## config.mk

```make
export PLATFORM = sky130hd
export DESIGN_NAME = tdma_slot_scheduler
export DESIGN_NICKNAME = d
export VERILOG_FILES = /design/src/sv/tss_pkg.sv /design/src/sv/tdma_slot_scheduler.sv
export VERILOG_INCLUDE_DIRS = /design/src /design/src/sv
export SDC_FILE = /design/constraint.sdc
export NUM_CORES = 2
export LEC_CHECK = 0
export BUFFER_PORTS_ARGS = -buffer_cell sky130_fd_sc_hd__buf_4
export CORE_MARGIN = 5
export CORE_UTILIZATION = 45
export DETAILED_ROUTE_END_ITERATION = 6
export SETUP_SLACK_MARGIN = 0.3
export SLEW_MARGIN = 25
export SYNTH_ARGS = -nofsm -noshare
export SYNTH_HDL_FRONTEND = slang
export SYNTH_SLANG_ARGS = --single-unit
```

## constraint.sdc

```tcl
create_clock -name clk -period 18.6 [get_ports clk]
set_clock_uncertainty 0.2 [all_clocks]
set_input_delay 1.86 -clock clk [delete_from_list [all_inputs] [get_ports clk]]
set_output_delay 1.86 -clock clk [all_outputs]
set_load 0.05 [all_outputs]
```

## src/sv/tdma_slot_scheduler_defines.svh

```systemverilog
// Assertion macros shared by the scheduler RTL.
`ifndef TDMA_SLOT_SCHEDULER_DEFINES_SVH
`define TDMA_SLOT_SCHEDULER_DEFINES_SVH

// Same-cycle implication, checked out of reset.
`define TSS_ASSERT_NOW(label, ante, cons) \
  label: assert property (@(posedge clk) disable iff (!rst_n) (ante) |-> (cons)) \
    else $error("tdma scheduler check failed");

// Next-cycle implication, checked out of reset.
`define TSS_ASSERT_NEXT(label, ante, cons) \
  label: assert property (@(posedge clk) disable iff (!rst_n) (ante) |=> (cons)) \
    else $error("tdma scheduler check failed");

`endif

```

## src/sv/tss_pkg.sv

```systemverilog
`timescale 1ns / 1ps

package tss_pkg;

  localparam int MAX_PEERS_DEF = 16;
  localparam int TIME_BITS_DEF = 48;

  localparam int ADDR_W     = 32;
  localparam int PERIOD_W   = 16;
  localparam int IN_TIME_W  = 48;
  localparam int SLOT_W     = 4;
  localparam int PEERS_W    = 5;
  localparam int STATUS_W   = 2;
  localparam int CMD_W      = 2;
  localparam int CFG_IDX_W  = 1;
  localparam int CFG_DATA_W = 32;

  localparam logic [PERIOD_W-1:0] PERIOD_RESET = PERIOD_W'(100);

  localparam logic [CFG_IDX_W-1:0] REG_OWN_ADDRESS = 1'b0;
  localparam logic [CFG_IDX_W-1:0] REG_PERIOD_MS   = 1'b1;

  typedef enum logic [CMD_W-1:0] {
    CMD_RECEIVE = 2'd0,
    CMD_POLL    = 2'd1,
    CMD_START   = 2'd2,
    CMD_UNUSED  = 2'd3
  } cmd_t;

  typedef enum logic [STATUS_W-1:0] {
    ST_OK          = 2'd0,
    ST_NOT_STARTED = 2'd1,
    ST_TABLE_FULL  = 2'd2
  } status_t;

endpackage

```

## src/sv/tdma_slot_scheduler.sv

```systemverilog
`timescale 1ns / 1ps
// TDMA slot scheduler.
// Input items arrive as commands: start is sampled when busy is low, with
// in_command, in_now_ms and in_peer_address. Commands are receive, poll and
// start. Exactly one result item follows each accepted item, shown for one
// cycle with out_valid high; the receiver cannot stall, so results are never
// held back. busy stays high from acceptance until the result cycle ends.
// Start, unused commands, events before start and polls that do not fire go
// straight to the result. Receives and firing polls walk the peer table, held
// in a memory with one write port and one registered read port, with a read
// state and an evaluate state per entry: one expiry pass, one search pass, an
// insertion shift of up to N entries and a final rank pass, for N live peers.
// A receive that finds its sender adds a multiply and a restoring divide of one
// quotient bit per cycle. One item is in work at a time. Configuration is
// written through cfg_we, cfg_index and cfg_wdata; the user must write it only
// while idle, which the block itself does not enforce. Reset clears the peer
// count, ranks, times and the started flag; the table memory needs no clearing
// since only entries below the peer count are read.
`include "tdma_slot_scheduler_defines.svh"

module tdma_slot_scheduler #(
  parameter int MAX_PEERS = tss_pkg::MAX_PEERS_DEF,
  parameter int TIME_BITS = tss_pkg::TIME_BITS_DEF
) (
  input  logic                            clk,
  input  logic                            rst_n,
  input  logic                            start,
  output logic                            busy,
  input  logic [tss_pkg::CMD_W-1:0]       in_command,
  input  logic [tss_pkg::IN_TIME_W-1:0]   in_now_ms,
  input  logic [tss_pkg::ADDR_W-1:0]      in_peer_address,
  output logic                            out_valid,
  output logic                            out_send_now,
  output logic [tss_pkg::IN_TIME_W-1:0]   out_next_transmit_ms,
  output logic [tss_pkg::SLOT_W-1:0]      out_own_slot,
  output logic [tss_pkg::SLOT_W-1:0]      out_sender_slot,
  output logic [tss_pkg::PEERS_W-1:0]     out_live_peers,
  output logic [tss_pkg::STATUS_W-1:0]    out_status,
  input  logic                            cfg_we,
  input  logic [tss_pkg::CFG_IDX_W-1:0]   cfg_index,
  input  logic [tss_pkg::CFG_DATA_W-1:0]  cfg_wdata
);

  localparam int IW    = (MAX_PEERS > 1) ? $clog2(MAX_PEERS) : 1;
  localparam int CW    = $clog2(MAX_PEERS + 1);
  localparam int DW    = CW + 1;
  localparam int PW    = tss_pkg::PERIOD_W + DW;
  localparam int DCW   = $clog2(PW + 1);
  localparam int AW    = tss_pkg::ADDR_W;
  localparam int ENT_W = AW + TIME_BITS;

  typedef enum logic [14:0] {
    S_IDLE = 15'h0001,
    S_CRD  = 15'h0002,
    S_CEV  = 15'h0004,
    S_FRD  = 15'h0008,
    S_FEV  = 15'h0010,
    S_UPD  = 15'h0020,
    S_SRD  = 15'h0040,
    S_SEV  = 15'h0080,
    S_INS  = 15'h0100,
    S_ORD  = 15'h0200,
    S_OEV  = 15'h0400,
    S_FIN  = 15'h0800,
    S_MUL  = 15'h1000,
    S_DIV  = 15'h2000,
    S_DONE = 15'h4000
  } state_t;

  typedef struct packed {
    logic [AW-1:0]        addr;
    logic [TIME_BITS-1:0] seen;
  } entry_t;

  state_t state_r;

  logic [AW-1:0]                      own_addr_r;
  logic [tss_pkg::PERIOD_W-1:0]       period_r;
  logic [CW-1:0]                      count_r;
  logic [IW-1:0]                      own_rank_r;
  logic [IW-1:0]                      sender_rank_r;
  logic [TIME_BITS-1:0]               next_r;
  logic [TIME_BITS-1:0]               last_rx_r;
  logic                               started_r;

  tss_pkg::cmd_t                      cmd_r;
  logic [TIME_BITS-1:0]               now_r;
  logic [AW-1:0]                      key_r;
  logic [CW-1:0]                      idx_r;
  logic [CW-1:0]                      k_r;
  logic [CW-1:0]                      pos_r;
  logic                               found_r;
  logic [IW-1:0]                      fpos_r;
  logic                               ofound_r;
  logic [IW-1:0]                      opos_r;
  logic                               kfound_r;
  logic [IW-1:0]                      kpos_r;
  logic [DW-1:0]                      delta_r;
  logic [PW-1:0]                      quo_r;
  logic [CW-1:0]                      rem_r;
  logic [DCW-1:0]                     dcnt_r;
  logic                               send_r;
  tss_pkg::status_t                   status_r;

  entry_t                             mem [MAX_PEERS];
  entry_t                             rd_r;

  logic                               mem_we;
  logic [IW-1:0]                      mem_waddr;
  entry_t                             mem_wdata;
  logic [IW-1:0]                      mem_raddr;

  logic [TIME_BITS-1:0]               now_in;
  logic [TIME_BITS-1:0]               age;
  logic [TIME_BITS-1:0]               limit;
  logic [CW-1:0]                      pos_m1;
  logic [IW-1:0]                      own_rank_new;
  logic [CW:0]                        div_trial;
  logic                               div_ge;

  assign now_in  = TIME_BITS'(in_now_ms);
  assign age     = now_r - rd_r.seen;
  assign limit   = TIME_BITS'({period_r, 1'b0});
  assign pos_m1  = pos_r - CW'(1);
  assign own_rank_new = ofound_r ? opos_r : own_rank_r;
  assign div_trial = {rem_r, quo_r[PW-1]};
  assign div_ge    = div_trial >= {1'b0, count_r};

  // Table memory: one write and one registered read per cycle.
  always_comb begin
    mem_we    = 1'b0;
    mem_waddr = k_r[IW-1:0];
    mem_wdata = rd_r;
    mem_raddr = idx_r[IW-1:0];
    unique case (state_r)
      S_IDLE: begin
        mem_we    = start && (in_command == tss_pkg::CMD_START);
        mem_waddr = '0;
        mem_wdata = '{addr: own_addr_r, seen: now_in};
      end
      S_CEV: begin
        mem_we = (age <= limit);
      end
      S_UPD: begin
        mem_we    = found_r;
        mem_waddr = fpos_r;
        mem_wdata = '{addr: key_r, seen: now_r};
      end
      S_SRD: begin
        mem_raddr = pos_m1[IW-1:0];
      end
      S_SEV: begin
        mem_we    = rd_r.addr > key_r;
        mem_waddr = pos_r[IW-1:0];
      end
      S_INS: begin
        mem_we    = 1'b1;
        mem_waddr = pos_r[IW-1:0];
        mem_wdata = '{addr: key_r, seen: now_r};
      end
      default: begin
      end
    endcase
  end

  always_ff @(posedge clk) begin
    if (mem_we) begin
      mem[mem_waddr] <= mem_wdata;
    end
    rd_r <= mem[mem_raddr];
  end

  always_ff @(posedge clk) begin
    if (!rst_n) begin
      own_addr_r <= '0;
      period_r   <= tss_pkg::PERIOD_RESET;
    end else if (cfg_we) begin
      if (cfg_index == tss_pkg::REG_OWN_ADDRESS) begin
        own_addr_r <= cfg_wdata[AW-1:0];
      end else if (cfg_index == tss_pkg::REG_PERIOD_MS) begin
        period_r <= cfg_wdata[tss_pkg::PERIOD_W-1:0];
      end
    end
  end

  always_ff @(posedge clk) begin
    if (!rst_n) begin
      state_r       <= S_IDLE;
      count_r       <= '0;
      own_rank_r    <= '0;
      sender_rank_r <= '0;
      next_r        <= '0;
      last_rx_r     <= '0;
      started_r     <= 1'b0;
      send_r        <= 1'b0;
      status_r      <= tss_pkg::ST_OK;
    end else begin
      unique case (state_r)
        S_IDLE: begin
          if (start) begin
            cmd_r    <= tss_pkg::cmd_t'(in_command);
            now_r    <= now_in;
            idx_r    <= '0;
            k_r      <= '0;
            send_r   <= 1'b0;
            status_r <= tss_pkg::ST_OK;
            state_r  <= S_DONE;
            if (in_command == tss_pkg::CMD_START) begin
              count_r    <= CW'(1);
              own_rank_r <= '0;
              next_r     <= now_in;
              last_rx_r  <= now_in;
              started_r  <= 1'b1;
            end else if (in_command == tss_pkg::CMD_UNUSED) begin
              status_r <= started_r ? tss_pkg::ST_OK : tss_pkg::ST_NOT_STARTED;
            end else if (!started_r) begin
              status_r <= tss_pkg::ST_NOT_STARTED;
            end else if (in_command == tss_pkg::CMD_RECEIVE) begin
              key_r     <= in_peer_address;
              last_rx_r <= now_in;
              state_r   <= S_CRD;
            end else if (now_in > next_r) begin
              key_r   <= own_addr_r;
              next_r  <= next_r + TIME_BITS'(period_r);
              send_r  <= 1'b1;
              state_r <= S_CRD;
            end
          end
        end
        S_CRD: begin
          if (idx_r == count_r) begin
            count_r <= k_r;
            idx_r   <= '0;
            found_r <= 1'b0;
            state_r <= S_FRD;
          end else begin
            state_r <= S_CEV;
          end
        end
        S_CEV: begin
          if (age <= limit) begin
            k_r <= k_r + CW'(1);
          end
          idx_r   <= idx_r + CW'(1);
          state_r <= S_CRD;
        end
        S_FRD: begin
          state_r <= (idx_r == count_r) ? S_UPD : S_FEV;
        end
        S_FEV: begin
          if (!found_r && rd_r.addr == key_r) begin
            found_r <= 1'b1;
            fpos_r  <= idx_r[IW-1:0];
          end
          idx_r   <= idx_r + CW'(1);
          state_r <= S_FRD;
        end
        S_UPD: begin
          idx_r    <= '0;
          ofound_r <= 1'b0;
          kfound_r <= 1'b0;
          if (found_r) begin
            state_r <= S_ORD;
          end else if (count_r == CW'(MAX_PEERS)) begin
            status_r <= tss_pkg::ST_TABLE_FULL;
            state_r  <= S_ORD;
          end else begin
            pos_r   <= count_r;
            state_r <= S_SRD;
          end
        end
        S_SRD: begin
          state_r <= (pos_r == '0) ? S_INS : S_SEV;
        end
        S_SEV: begin
          // Entries above the new address move up by one place.
          if (rd_r.addr > key_r) begin
            pos_r   <= pos_m1;
            state_r <= S_SRD;
          end else begin
            state_r <= S_INS;
          end
        end
        S_INS: begin
          count_r <= count_r + CW'(1);
          state_r <= S_ORD;
        end
        S_ORD: begin
          state_r <= (idx_r == count_r) ? S_FIN : S_OEV;
        end
        S_OEV: begin
          if (!ofound_r && rd_r.addr == own_addr_r) begin
            ofound_r <= 1'b1;
            opos_r   <= idx_r[IW-1:0];
          end
          if (!kfound_r && rd_r.addr == key_r) begin
            kfound_r <= 1'b1;
            kpos_r   <= idx_r[IW-1:0];
          end
          idx_r   <= idx_r + CW'(1);
          state_r <= S_ORD;
        end
        S_FIN: begin
          own_rank_r <= own_rank_new;
          state_r    <= S_DONE;
          if (cmd_r == tss_pkg::CMD_RECEIVE && kfound_r) begin
            sender_rank_r <= kpos_r;
            if (own_rank_new > kpos_r) begin
              delta_r <= DW'(own_rank_new) - DW'(kpos_r);
            end else begin
              delta_r <= DW'(own_rank_new) + DW'(count_r) - DW'(kpos_r);
            end
            state_r <= S_MUL;
          end
        end
        S_MUL: begin
          quo_r   <= PW'(period_r) * PW'(delta_r);
          rem_r   <= '0;
          dcnt_r  <= '0;
          state_r <= S_DIV;
        end
        S_DIV: begin
          if (dcnt_r == DCW'(PW)) begin
            next_r  <= last_rx_r + TIME_BITS'(quo_r);
            state_r <= S_DONE;
          end else begin
            rem_r  <= div_ge ? CW'(div_trial - {1'b0, count_r}) : CW'(div_trial);
            quo_r  <= {quo_r[PW-2:0], div_ge};
            dcnt_r <= dcnt_r + DCW'(1);
          end
        end
        S_DONE: begin
          state_r <= S_IDLE;
        end
        default: begin
          state_r <= S_IDLE;
        end
      endcase
    end
  end

  assign busy                 = (state_r != S_IDLE);
  assign out_valid            = (state_r == S_DONE);
  assign out_send_now         = send_r;
  assign out_next_transmit_ms = tss_pkg::IN_TIME_W'(next_r);
  assign out_own_slot         = tss_pkg::SLOT_W'(own_rank_r);
  assign out_sender_slot      = tss_pkg::SLOT_W'(sender_rank_r);
  assign out_live_peers       = tss_pkg::PEERS_W'(count_r);
  assign out_status           = status_r;

  `TSS_ASSERT_NEXT(a_result_ends_item, out_valid, !busy)
  `TSS_ASSERT_NEXT(a_accept_goes_busy, start && !busy, busy)
  `TSS_ASSERT_NOW(a_count_bounded, 1'b1, count_r <= CW'(MAX_PEERS))
  `TSS_ASSERT_NOW(a_send_only_ok, out_valid && out_send_now,
                  out_status != tss_pkg::ST_NOT_STARTED)

endmodule

```

==> results.md <==
* Primary FF master, synth: edfxtp_1
* Area Overhead vs Synth at 12.5%
* Worst hold start: last_rx_r[3]
* # port buffers at around 180
* Total power at 10.0 mW
* Post_cts resized at 0
* Most frequent cells after synthesis: nand2_1 (1905), edfxtp_1 (1430), clkbuf_1 (393)
* Crit-path max FO at 52
* Slew HR at between 20% and 30%
* Layout cells sized above 1 at 9.00%
* Final Util at 50.7%
* IO Pins at 185
* Dominant cells by area after synthesis: edfxtp_1 (55%), nand2_1 (9.2%), dfxtp_1 (6.6%)
* Initial DRC Count at 6224
* Final setup fails at 0
* Largest buffer count on any clock path at 3
* Vias per cell at 5.88
* Most common cell in the netlist: nand2_1
* Sequential cell area at ~0.048 mm²
* Sequential area share after synthesis at between 60% and 70%
* Flops & latches, synth at 1686
* # nets final at 7540
* Yosys warning total at 0
* FF-to-FF setup slack at just over 10000 ps
* Maxcap violations at 0
* Residual antenna-violating net count after detailed routing at 0
* Max Slew Vio Count at 0
* Post-CTS Setup Bufs at 0
* Placed Instances at 9266
* CTS sink cnt at approximately 1700
* CTS tree: built
* Dpl hpwl at approximately 150 mm
* Post-synth top area share at 55.0%
* R2R depth at 22
* Initial Util at a little under half
* Via count at 56500
* DR WL/cell at 24.8 µm
* Hold path cells at 2
* H-tree depth at 4
* Arrival time worst endpoint at about 8500 ps
* Peak supply drop at 0.0866 mV
* Worst Tran Pin Value at 1080 ps
* Crit path kind: reg -> reg
* Die Wd at about 430 µm
* TNS Setup at 0 ps
* Placement Rows at 153
* First-pass GRT wire length at 353 mm
* Syn Nets at ~7500
* # diodes at 0
* Total CTS buffers at 180
* Largest net degree at the start of global routing at 161
* Multi-input logic area at 0.0278 mm²
* Fin crit share at 44.6%
* Worst skew pair latency at just over 800 ps
* Core Footprint at 0.173 mm²
* CP max stage delay at 870 ps
* Hold Path Sink: last_rx_r[3]
* Die extent in y at 427 µm
* WL final at 238 mm
* Routability cong. at between 0.9 and 1
* RSZ-0062 raised after global routing: false
* Worst Path Required at ~19000 ps
* # DRC at 0
* Root Driver: clkbuf_16
* Cts hold-fix bufs at 0
* Worst setup SP type: flop
* Ys async rst share at 0%
* Avg Synthesized Cell Area at 11.0 µm²
* Worst-path clk slew at around 60 ps
* Crit path cell chain: ha_1, a21o_1, or3_1, o21ai_2, a21oi_2, a21o_2, a21oi_1, xnor2_1, ha_1, and4_1, nand4_1, a2111oi_0, o2111ai_1, nor3_1, nand4_1, nor4_1, nand4_1, nor4_2, a21boi_4, nor3_2, buf_4, buf_4
* Fillers at around 15000
* Vias in the first global route at 54100
* Critical Path Start: now_r[4]
* Reg-to-reg startpoint: now_r[4]
* Period minus WS final at about 8300 ps
* Total GRT Usage at 25.6%
* First drt pass iteration count at 5
* Synth cell types at 84
* LEAKAGE at 32.4 nW
* Final instance count without filler cells at a little under 10000
* Synthesized cell area at a little under 0.08 mm²
* Pwr/cell area at roughly 110 mW/mm²
* Run status: finished clean
* Final hold viol count at 0
* Initial antenna violation count at 7
* Post-synth EDFFs at 1430
* Full die area at 0.182 mm²
* Hold/Removal Path Class: reg -> reg
* Critical Path Sink Type: flop
* FF-to-FF End: mem[8][2]
* Crit-path most repeated cell: nand4_1
* Post-synthesis cell count at 7080
* Max frequency at 121 MHz
* Slowest CP cell: nor3_2
* Biggest area consumer among synthesized cells: edfxtp_1
* Total global routing overflow at 0
-- layout by cell type (no fill, tap or decap), types with 47 or more instances in the layout --
master	instances
a21o_1	75
a21oi_1	360
a22oi_1	90
a311oi_1	244
a31oi_1	100
and3_1	179
buf_4	271
clkbuf_16	185
dfxtp_1	256
edfxtp_1	1430
fa_1	66
ha_1	232
inv_1	263
nand2_1	1904
nand3_1	380
nand4_1	49
nor2_1	182
nor3_1	47
o21ai_0	107
xnor2_1	85
xor2_1	77
-- stage by stage --
stage	instance area (µm²)	hold WS, ps	setup slack [ps]
floorplan	78100	241	5760
global placement	81900	252	10380
detailed placement	81900	255	10370
CTS	87900	265	10360
global route	87900	282	9920
finish	87900	266	10300
-- power by group --
part / total [mW] / internal (mW) / switching [mW]
registers: 4.56 / 4.48 / 0.0808
clock network: 3.58 / 2.07 / 1.51
logic: 1.90 / 0.526 / 1.37
total: 10.0 / 7.07 / 2.96
-- registers in the layout, indices dropped and copies added (netlist names), 6 cells and up --
register	flops
quo_r	22
now_r	48
key_r	32
last_rx_r	48
state_r	15
period_r	16
mem	1280
own_addr_r	32
out_next_transmit_ms	48
delta_r	6
rd_r	80
-- worst max-delay path by stage --
| stage | end | cells past startpoint |
|---|---|---|
| after floorplan | mem[5][0] | 21 |
| final | mem[8][2] | 22 |
| after CTS | mem[8][0] | 22 |
| after global placement | mem[8][10] | 22 |
| after detailed placement | mem[8][12] | 22 |
| after global routing | mem[8][2] | 22 |
-- cells by family after synthesis --
kind of cell / Yosys count / synth area share, %
xor+xnor: 163 / 1.85
flops: 1686 / 61.5
buf+inv: 684 / 3.30
compound gates: 1240 / 10.8
fa+ha+maj: 298 / 5.41
mux: 47 / 0.655
simple gates: 2962 / 16.4
-- critical path: cells and delay by family (launching register included) --
family / cells / cell delay, ps
fa+ha+maj: 2 / 690
flops: 1 / 410
buf+inv: 2 / 1290
xor+xnor: 1 / 110
simple gates: 9 / 2930
compound gates: 8 / 2210
-- cell type report --
type | count | share of cell area (%)
clock buffer | 250 | 5.83
clock inverter | 90 | 0.937
inverter | 264 | 1.13
multi-input combinational | 4710 | 31.6
sequential | 1686 | 54.7
tap | 2325 | 3.31
timing repair buffer | 281 | 2.52
-- routing by layer --
metal / vias to the layer above / GRT usage, % / routed length (µm)
met3: 385 / 4.17 / 18200
met1: 28200 / 36.3 / 103000
met2: 2203 / 40.0 / 108000
met5: - / 0 / 13
li1: 25800 / - / -
met4: 2 / 8.83 / 8660
Note: power is estimated with default switching activity, not from simulation.
